`src/design/kmes_pkg.sv`:
```
// Shared constants and types for the key matrix edge scanner.
package kmes_pkg;

   localparam int COLUMN_COUNT = 16;
   localparam int ROW_COUNT = 8;
   localparam int SAMPLE_W = 8;
   localparam int COLUMN_W = 4;
   localparam int ROW_W = 3;
   localparam int CFG_W = 5;
   localparam int QUEUE_DEPTH = 2;

   localparam logic [CFG_W-1:0] CFG_RESET = CFG_W'(COLUMN_COUNT);
   localparam logic [CFG_W-1:0] CFG_MAX = CFG_W'(COLUMN_COUNT);
   localparam logic [CFG_W-1:0] CFG_MIN = CFG_W'(1);
   localparam logic [SAMPLE_W-1:0] ROW_MASK =
      (ROW_COUNT >= SAMPLE_W) ? {SAMPLE_W{1'b1}} : SAMPLE_W'((1 << ROW_COUNT) - 1);

   typedef struct packed {
      logic [COLUMN_W-1:0] column;
      logic [SAMPLE_W-1:0] sample;
      logic [SAMPLE_W-1:0] changed;
   } scan_entry_type;

endpackage

```
`src/design/kmes_ifs.sv`:
```
// Channel interfaces for row samples, edge events and the configuration write.
interface kmes_req_if;
   logic                  valid;
   logic                  ready;
   logic [kmes_pkg::SAMPLE_W-1:0] row_sample;

   modport source (output valid, output row_sample, input ready);
   modport sink (input valid, input row_sample, output ready);
endinterface

interface kmes_rsp_if;
   logic                  valid;
   logic                  ready;
   logic [kmes_pkg::COLUMN_W-1:0] event_column;
   logic [kmes_pkg::ROW_W-1:0]    event_row;
   logic                  rising;
   logic                  last_event;

   modport source (output valid, output event_column, output event_row,
                   output rising, output last_event, input ready);
   modport sink (input valid, input event_column, input event_row,
                 input rising, input last_event, output ready);
endinterface

interface kmes_csr_if;
   logic                  valid;
   logic                  ready;
   logic [kmes_pkg::CFG_W-1:0] data;

   modport source (output valid, output data, input ready);
   modport sink (input valid, input data, output ready);
endinterface

```
`src/design/kmes_front.sv`:
```
// Front end: takes row samples, compares with the stored column state and walks the column.
module kmes_front import kmes_pkg::*; (
   input  logic           clock,
   input  logic           reset,
   kmes_req_if.sink       req,
   kmes_csr_if.sink       csr,
   input  logic           queue_full,
   output logic           push_valid,
   output scan_entry_type push_entry
);

   logic [SAMPLE_W-1:0] prev_ff [COLUMN_COUNT];
   logic [COLUMN_W-1:0] column_ff;
   logic [COLUMN_W-1:0] column_in;
   logic [CFG_W-1:0]    columns_ff;
   logic [CFG_W-1:0]    active;
   logic [CFG_W-1:0]    column_next;
   logic [SAMPLE_W-1:0] sample;
   logic                accept;

   assign req.ready = !queue_full;
   assign csr.ready = 1'b1;
   assign accept = req.valid && req.ready;

   always_comb begin
      sample = req.row_sample & ROW_MASK;
      push_entry.column = column_ff;
      push_entry.sample = sample;
      push_entry.changed = sample ^ prev_ff[column_ff];
      push_valid = accept && (push_entry.changed != '0);

      if (columns_ff < CFG_MIN) begin
         active = CFG_MIN;
      end else if (columns_ff > CFG_MAX) begin
         active = CFG_MAX;
      end else begin
         active = columns_ff;
      end
      column_next = {1'b0, column_ff} + CFG_W'(1);
      if (column_next >= active) begin
         column_in = '0;
      end else begin
         column_in = column_next[COLUMN_W-1:0];
      end
   end

   always_ff @(posedge clock) begin
      if (reset) begin
         column_ff <= '0;
         columns_ff <= CFG_RESET;
         for (int i = 0; i < COLUMN_COUNT; i++) begin
            prev_ff[i] <= '0;
         end
      end else begin
         if (csr.valid && csr.ready) begin
            columns_ff <= csr.data;
         end
         if (accept) begin
            prev_ff[column_ff] <= sample;
            column_ff <= column_in;
         end
      end
   end

endmodule

```
`src/design/kmes_queue.sv`:
```
// Short queue of changed column samples between the front and back ends.
module kmes_queue import kmes_pkg::*; (
   input  logic           clock,
   input  logic           reset,
   input  logic           push_valid,
   input  scan_entry_type push_entry,
   output logic           full,
   output logic           pop_valid,
   output scan_entry_type pop_entry,
   input  logic           pop_ready
);

   localparam int PTR_W = (QUEUE_DEPTH > 1) ? $clog2(QUEUE_DEPTH) : 1;
   localparam int CNT_W = $clog2(QUEUE_DEPTH + 1);

   scan_entry_type    slot_ff [QUEUE_DEPTH];
   logic [PTR_W-1:0]  wr_ptr_ff;
   logic [PTR_W-1:0]  rd_ptr_ff;
   logic [CNT_W-1:0]  count_ff;
   logic              push;
   logic              pop;

   assign full = (count_ff == CNT_W'(QUEUE_DEPTH));
   assign pop_valid = (count_ff != '0);
   assign pop_entry = slot_ff[rd_ptr_ff];
   assign push = push_valid && !full;
   assign pop = pop_valid && pop_ready;

   function automatic logic [PTR_W-1:0] bump(input logic [PTR_W-1:0] ptr);
      if (ptr == PTR_W'(QUEUE_DEPTH - 1)) begin
         return '0;
      end
      return ptr + PTR_W'(1);
   endfunction

   always_ff @(posedge clock) begin
      if (push) begin
         slot_ff[wr_ptr_ff] <= push_entry;
      end
   end

   always_ff @(posedge clock) begin
      if (reset) begin
         wr_ptr_ff <= '0;
         rd_ptr_ff <= '0;
         count_ff <= '0;
      end else begin
         if (push) begin
            wr_ptr_ff <= bump(wr_ptr_ff);
         end
         if (pop) begin
            rd_ptr_ff <= bump(rd_ptr_ff);
         end
         if (push && !pop) begin
            count_ff <= count_ff + CNT_W'(1);
         end else if (pop && !push) begin
            count_ff <= count_ff - CNT_W'(1);
         end
      end
   end

endmodule

```
`src/design/kmes_back.sv`:
```
// Back end: emits one edge event per cycle while rsp accepts, for each changed row, lowest row first.
module kmes_back import kmes_pkg::*; (
   input  logic           clock,
   input  logic           reset,
   input  logic           pop_valid,
   input  scan_entry_type pop_entry,
   output logic           pop_ready,
   kmes_rsp_if.source     rsp
);

   logic                work_valid_ff;
   logic [COLUMN_W-1:0] work_column_ff;
   logic [SAMPLE_W-1:0] work_sample_ff;
   logic [SAMPLE_W-1:0] work_mask_ff;
   logic                rsp_valid_ff;
   logic [COLUMN_W-1:0] column_ff;
   logic [ROW_W-1:0]    row_ff;
   logic                rising_ff;
   logic                last_ff;
   logic [ROW_W-1:0]    row_sel;
   logic [SAMPLE_W-1:0] mask_rest;
   logic                out_free;
   logic                emit;
   logic                last;

   assign rsp.valid = rsp_valid_ff;
   assign rsp.event_column = column_ff;
   assign rsp.event_row = row_ff;
   assign rsp.rising = rising_ff;
   assign rsp.last_event = last_ff;

   always_comb begin
      row_sel = '0;
      for (int i = SAMPLE_W - 1; i >= 0; i--) begin
         if (work_mask_ff[i]) begin
            row_sel = ROW_W'(i);
         end
      end
      mask_rest = work_mask_ff & (work_mask_ff - SAMPLE_W'(1));
      last = (mask_rest == '0);
      out_free = !rsp_valid_ff || rsp.ready;
      emit = work_valid_ff && out_free;
      pop_ready = !work_valid_ff || (emit && last);
   end

   always_ff @(posedge clock) begin
      if (pop_valid && pop_ready) begin
         work_column_ff <= pop_entry.column;
         work_sample_ff <= pop_entry.sample;
         work_mask_ff <= pop_entry.changed;
      end else if (emit) begin
         work_mask_ff <= mask_rest;
      end
      if (emit) begin
         column_ff <= work_column_ff;
         row_ff <= row_sel;
         rising_ff <= work_sample_ff[row_sel];
         last_ff <= last;
      end
   end

   always_ff @(posedge clock) begin
      if (reset) begin
         work_valid_ff <= 1'b0;
         rsp_valid_ff <= 1'b0;
      end else begin
         if (pop_valid && pop_ready) begin
            work_valid_ff <= 1'b1;
         end else if (emit && last) begin
            work_valid_ff <= 1'b0;
         end
         if (emit) begin
            rsp_valid_ff <= 1'b1;
         end else if (rsp.ready) begin
            rsp_valid_ff <= 1'b0;
         end
      end
   end

endmodule

```
`src/design/key_matrix_edge_scanner.sv`:
```
// Top level of the key matrix edge scanner.
// Each req transaction carries the row sample of the column that the external walking
// one currently selects; the block tracks that column itself, starting at zero.
// The sample is compared with the stored sample of the same column, and one rsp
// transaction follows for each row that changed, lowest row first, giving column,
// row and direction; last_event marks the final event of a sample.
// A sample with no change produces no rsp transaction but still advances the column.
// The csr channel writes the number of columns in use; it is always ready.
// A sample is taken whenever the two-entry queue has room, so samples arrive back
// to back while the back end works. The first event of a sample passes the queue
// slot, the back end's work register and the output register on its way to rsp, and
// events follow one per cycle while rsp accepts; a sample yields zero to eight events.
// When rsp stalls, the output register holds its event, the back end waits, and the
// queue fills; req.ready then falls until an entry drains.
// Reset clears the stored samples, sets the column to zero and the column count to
// sixteen, and empties the queue and the output register.
module key_matrix_edge_scanner import kmes_pkg::*; (
   input  logic       clock,
   input  logic       reset,
   kmes_req_if.sink   req,
   kmes_rsp_if.source rsp,
   kmes_csr_if.sink   csr
);

   logic           push_valid;
   scan_entry_type push_entry;
   logic           queue_full;
   logic           pop_valid;
   scan_entry_type pop_entry;
   logic           pop_ready;

   kmes_front u_front (
      .clock      (clock),
      .reset      (reset),
      .req        (req),
      .csr        (csr),
      .queue_full (queue_full),
      .push_valid (push_valid),
      .push_entry (push_entry)
   );

   kmes_queue u_queue (
      .clock      (clock),
      .reset      (reset),
      .push_valid (push_valid),
      .push_entry (push_entry),
      .full       (queue_full),
      .pop_valid  (pop_valid),
      .pop_entry  (pop_entry),
      .pop_ready  (pop_ready)
   );

   kmes_back u_back (
      .clock     (clock),
      .reset     (reset),
      .pop_valid (pop_valid),
      .pop_entry (pop_entry),
      .pop_ready (pop_ready),
      .rsp       (rsp)
   );

endmodule
```
`src/flat_wrapper.sv`:
```
// flat-port wrapper written by rule: the top's interface ports become plain ports
module key_matrix_edge_scanner_flat import kmes_pkg::*;
  (clock, reset, req_valid, req_row_sample, req_ready, rsp_valid, rsp_event_column, rsp_event_row, rsp_rising, rsp_last_event, rsp_ready, csr_valid, csr_data, csr_ready);
  kmes_req_if req_i ();
  kmes_rsp_if rsp_i ();
  kmes_csr_if csr_i ();
  input  logic clock;
  input  logic reset;
  input wire logic [$bits(req_i.valid)-1:0] req_valid;
  input wire logic [$bits(req_i.row_sample)-1:0] req_row_sample;
  output wire logic [$bits(req_i.ready)-1:0] req_ready;
  output wire logic [$bits(rsp_i.valid)-1:0] rsp_valid;
  output wire logic [$bits(rsp_i.event_column)-1:0] rsp_event_column;
  output wire logic [$bits(rsp_i.event_row)-1:0] rsp_event_row;
  output wire logic [$bits(rsp_i.rising)-1:0] rsp_rising;
  output wire logic [$bits(rsp_i.last_event)-1:0] rsp_last_event;
  input wire logic [$bits(rsp_i.ready)-1:0] rsp_ready;
  input wire logic [$bits(csr_i.valid)-1:0] csr_valid;
  input wire logic [$bits(csr_i.data)-1:0] csr_data;
  output wire logic [$bits(csr_i.ready)-1:0] csr_ready;
  assign req_i.valid = req_valid;
  assign req_i.row_sample = req_row_sample;
  assign req_ready = req_i.ready;
  assign rsp_valid = rsp_i.valid;
  assign rsp_event_column = rsp_i.event_column;
  assign rsp_event_row = rsp_i.event_row;
  assign rsp_rising = rsp_i.rising;
  assign rsp_last_event = rsp_i.last_event;
  assign rsp_i.ready = rsp_ready;
  assign csr_i.valid = csr_valid;
  assign csr_i.data = csr_data;
  assign csr_ready = csr_i.ready;
  key_matrix_edge_scanner u_core (.clock(clock), .reset(reset), .req(req_i), .rsp(rsp_i), .csr(csr_i));
endmodule
```
`config.mk`:
```
export PLATFORM = sky130hd
export DESIGN_NAME = key_matrix_edge_scanner_flat
export DESIGN_NICKNAME = d
export VERILOG_FILES = /design/src/design/kmes_pkg.sv /design/src/design/kmes_ifs.sv /design/src/design/kmes_front.sv /design/src/design/kmes_queue.sv /design/src/design/kmes_back.sv /design/src/design/key_matrix_edge_scanner.sv /design/src/flat_wrapper.sv
export SDC_FILE = /design/constraint.sdc
export NUM_CORES = 1
export LEC_CHECK = 0
export BUFFER_PORTS_ARGS = -buffer_cell sky130_fd_sc_hd__buf_2
export CORE_AREA = 5 5 161 163
export DETAILED_ROUTE_END_ITERATION = 16
export DIE_AREA = 0 0 166 168
export GPL_TIMING_DRIVEN = 0
export SETUP_SLACK_MARGIN = 0.2
export SLEW_MARGIN = 10
export SYNTH_ARGS = -nofsm -noshare
export SYNTH_HDL_FRONTEND = slang
export SYNTH_SLANG_ARGS = --single-unit
```
`constraint.sdc`:
```
create_clock -name clock -period 3.3 [get_ports clock]
set_clock_uncertainty 0.1 [all_clocks]
set_input_delay 0.33 -clock clock [delete_from_list [all_inputs] [get_ports clock]]
set_output_delay 0.33 -clock clock [all_outputs]
set_load 0.005 [all_outputs]
```
**Yosys cells after proc, flatten, opt, wreduce, memory -nomap -nowiden**

Memories as Yosys holds them, arrays and structs flattened. A register that Yosys moved wholly into a read port is not among the register bits.
Index checks and enable logic that the tools add are counted.

- Equal/unequal tests: 1
- Reductions and logical operators: 23
- Mux-type cells: 45
- Order comparisons: 4
- Bitwise operators: 2
- Add/sub/neg operators: 6

Operators by type and width:

| cell | number |
|---|---|
| $mux 1 | 25 |
| $mux 3 | 8 |
| $mux 8 | 3 |
| $mux 4 | 4 |
| $mux 5 | 2 |
| $reduce_bool 2->1 | 5 |
| $and 8x8->8 | 1 |
| $logic_and 1x1->1 | 8 |
| $logic_not 8->1 | 1 |
| $reduce_bool 8->1 | 1 |
| $reduce_or 8->1 | 1 |
| $sub 8x1->8 const B | 1 |
| $xor 8x8->8 | 1 |
| $add 4x1->5 const B | 1 |
| $ge 5x5->1 | 1 |
| $gt 5x5->1 const B | 1 |
| $logic_not 1->1 | 5 |
| $lt 5x1->1 const B | 1 |
| $lt 3x4->1 const B | 1 |
| $mux 2 | 2 |
| $bmux 1 s3 | 1 |
| $add 1x1->1 const B | 2 |
| $add 2x1->2 const B | 1 |
| $eq 2x2->1 const B | 1 |
| other kinds (2) | 3 |

- RAM bits: 168
- Memories kept: 2
- Input bits: 18
- Word-level logic and storage cells: 97
- Bits in registers: 44
- Output and inout port bits: 12

Memory list:

| memory | depth | width | read ports | clocked after Yosys merged registers in | write ports | RTL line | RTL |
|---|---|---|---|---|---|---|---|
| u_core.u_front.prev_ff | 16 | 8 | 1 | 1 | 16 | kmes_front.sv:12 | `logic [SAMPLE_W-1:0] prev_ff [COLUMN_COUNT];` |
| u_core.u_queue.slot_ff | 2 | 20 | 1 | 1 | 1 | kmes_queue.sv:16 | `scan_entry_type slot_ff [QUEUE_DEPTH];` |

**Logic depth before layout (Yosys ltp)**

- Depth in word-level cells: 11
- Gate-level depth with buffers: 14
- Depth with buffers taken out: 11

**Cells and area by module**

Synthesis repeated with hierarchy kept, for this count alone.

- Cell total of the unflattened synthesis: 693
- Area total of the unflattened synthesis: 9919.5 µm²

By module, submodules not included:

| module | instances | area each (µm²) | seq. area each (µm²) | cells each |
|---|---|---|---|---|
| kmes_front | 1 | 6829.0 | 4103.9 | 504 |
| kmes_queue | 1 | 1656.6 | 1301.2 | 87 |
| kmes_back | 1 | 1433.9 | 910.9 | 102 |

**Least setup slack after synthesis**

Ideal clock, no wire load.

- Kind: register to register
- Start point: reg with a tool-made name
- End point: mem u_core.u_queue.slot_ff[1][0] (netlist name) (enable)
- Library setup time: 0.397 ns
- Arrival: 2.926 ns
- Required time: 2.803 ns
- Buffers on the path: 2
- Period minus slack after synthesis: 3.423 ns
- Cell stages (with the launch flop): 9
- Slack: -0.123 ns
- Path through: dfxtp_1 clkbuf_1 clkbuf_1 mux4_2 a211oi_1 a21oi_1 xor2_1 o41ai_4 nor2_1

RTL lines:

| what | RTL line |
|---|---|
| to (decl) | kmes_queue.sv:16 |

==> out/qor.yml <==
syn_nets: 654
worstSetupPathType: "flip-flop to flip-flop"
hold_viol_final: 0
std_cell_rows: 57
layout_setup_ws_ns: -0.196
yosysMostFrequentCell: "edfxtp_1"
synth_top_cell_by_area: "edfxtp_1"
htree_levels: 1
grt.overflow.total: 0
min_period_over_period: 1.06
grt_pass1_vias: 5638
slowest_stage: "mux4_2"
tns_ns: -3.09
cts_tree: "built"
synthArstFlopShare: 0
cts_made_buffers: 24
yosys.cell_types.count: 46
fill_cells: 2038
outcome: "finished with violations"
timing.slew.headroom: 0.364
diodes: 0
layout.nets: 747
hpwl_um: 14500
fmax_mhz: 286
avgRoutedWirePerCell_um: 20.4
ant_nets: 0
path_clk_slew_ns: 0.06
place_area_sq_um: 10200
violations: "setup timing"
cts_sinks: 217
vias_per_cell: 5.04
drt_iter0_drc: 318
seq_area_sq_um: 6320
grt_util_met2: 0.267
worst_pin_slew_ns: 0.948
synth_area_sq_um: 9580
cp-end-kind: "flip-flop"
busiest_layer: "met2"
drv_slew: 0
synth-seq-cells: 217
dieArea_sq_um: 27900
grt_use_total: 0.154
crit_arrival_ns: 3.83
syn_area_per_cell_sq_um: 15.3
die_h_um: 168
use_met1: 0.196
synth.area.top_cells: "edfxtp_1 62%, and2_1 8.5%, mux4_2 7.5%"
wl_um: 21600
synth_top_flop_cell: "edfxtp_1"
core_area_sq_um: 24200
clock_latency_ns: 0.51
final_area_sq_um: 11600
gp_congestion: 0.823
area_delta_synth_final_pct: 21.2
drive_gt1_frac: 0.244
final_util: 0.480
pwr_density_cell_nw_per_um2: 700
slowest_delay_ns: 0.54
syn_inst: 626
initial_core_util: 0.396
dr.pass1.iters: 5
die_w_um: 166
cp_cell_sequence: "buf_6 -> buf_12 -> buf_4 -> mux4_2 -> mux2i_2 -> mux2i_1 -> xnor2_1 -> nand4_1 -> o41ai_4 -> inv_2 -> ha_4 -> xor2_1 -> or3_1 -> a21oi_1"
route.detailed.drc: 0
ys_top_cells_by_count: "197 x edfxtp_1, 130 x and2_1, 39 x mux2i_1, 34 x nor2_1, 32 x mux4_2"
rsz0062_at_grt: "true"
min_period_ns: 3.50
crit_path_start_kind: "flip-flop"
grtUsageMet3: 0.0274
clockBufferDepth: 3
grt_max_degree: 22
cp.required_ns: 3.64
cellLeakagePower_nw: 4.24
multi_input_area_sq_um: 3180
vias: 5339
ir_worst_vdd_v: 0.000385
antenna_found_initial: 0
cts-root-buf: "clkbuf_16"
ios: 30
cap_viol_max_count: 0
synth_edf_count: 197
setup_viol_count_final: 42
grt_pass1_wl_um: 33000
port-buffer-count: 27
synth_top_area_frac: 0.617
ys_seq_area_frac: 0.659
hp-class: "input port to flip-flop"
critPathMaxFanout: 5
ys_warn_count: 0
-- worst paths after layout --
kind / start / to / slack [ns] / cells after the start
hold reg to reg: u_core.u_back.work_column_ff[0]$_DFFE_PN_ / u_core.u_back.rsp.event_column[0]$_DFFE_PP_ / 0.32 / 0
setup / recovery: flip-flop / u_core.u_queue.count_ff[1]$_SDFFE_PP0P_ / -0.20 / 14
hold / removal: rsp_ready / u_core.u_back.rsp.valid$_SDFFE_PP0P_ / 0.04 / 3
setup reg to reg: flip-flop / u_core.u_queue.count_ff[1]$_SDFFE_PP0P_ / -0.20 / 14
-- kinds of logic after synthesis --
kind of cell    after synthesis  synth area share
other cells                   1          0.000391
simple gates                205             0.121
compound gates               43            0.0296
fa+ha+maj                    11            0.0141
buf+inv                      46            0.0221
flops                       217             0.659
xor+xnor                     12            0.0110
mux                          91             0.143
-- per-layer routing --
layer / part of all wire / up-vias
met4: 0.020 / 0
met5: 0 / -
met2: 0.51 / 138
met3: 0.057 / 28
li1: - / 2496
met1: 0.41 / 2677
-- cell usage in the layout (no fill, tap or decap), types with 7 or more instances in the layout --
cell type / n
mux2_2: 14
a21oi_1: 8
mux2i_1: 35
buf_4: 17
o21ai_1: 12
dfxtp_1: 18
nand2_1: 13
buf_6: 14
edfxtp_1: 197
inv_1: 16
and2_1: 130
buf_2: 27
ha_1: 9
nand2b_1: 7
clkbuf_1: 17
mux4_2: 32
nor2_1: 32
clkbuf_16: 25
-- sequential cells by signal, indices dropped and copies added (netlist names), 3 cells and up, named ones only --
register,cells
u_core.u_back.work_sample_ff,8
u_core.u_front.columns_ff,5
u_core.u_back.work_mask_ff,8
u_core.u_front.prev_ff,128
u_core.u_back.rsp.event_row,3
u_core.u_back.rsp.event_column,4
u_core.u_front.column_ff,4
u_core.u_queue.slot_ff,40
u_core.u_back.work_column_ff,4
-- repair_timing --
action,CTS,global route
pin swaps,8,7
resized for setup,33,18
setup buffers,17,12
endpoints found under the setup margin,51,75
cloned,4,0
hold buffers,5,0
endpoints found under the hold margin,5,0
-- metrics by stage --
stage                     instances  setup WS (ns)  hold WS, ns  power, mW
after floorplan                 626        -0.0134        0.300       4.70
after global placement          977         -0.980        0.307       5.08
after detailed placement        979         -0.755        0.305       5.14
after CTS                      1047         -0.162       0.0247       8.11
after global routing           1059         -0.282       0.0359       8.50
final                          1059         -0.196       0.0391       8.12
-- where the power goes --
group,internal [mW],switching [mW]
logic,0.840,0.865
registers,3.51,0.178
clock network,1.68,1.05
-- layout make-up --
| type | instances | share of cell area |
|---|---|---|
| repair buffers | 67 | 0.0551 |
| flip-flops and latches | 217 | 0.544 |
| clock buffers | 25 | 0.0539 |
| multi-input cells | 363 | 0.274 |
| clock inverters | 17 | 0.0161 |
| plain buffers | 28 | 0.0164 |
| inverters | 18 | 0.00582 |
| well taps | 324 | 0.0349 |
-- worst max-delay path, delay by kind of cell (launching register included) --
family | cells | cell delay [ns]
DFF | 1 | 0.32
AOI/OAI and AO/OA | 2 | 0.54
adders and majority gates | 1 | 0.17
and+or+nand+nor | 2 | 0.49
muxes | 3 | 0.91
xor gates and xnor gates | 2 | 0.40
buffers and inverters | 4 | 0.48
No activity file was read; power rests on OpenSTA's default activity.
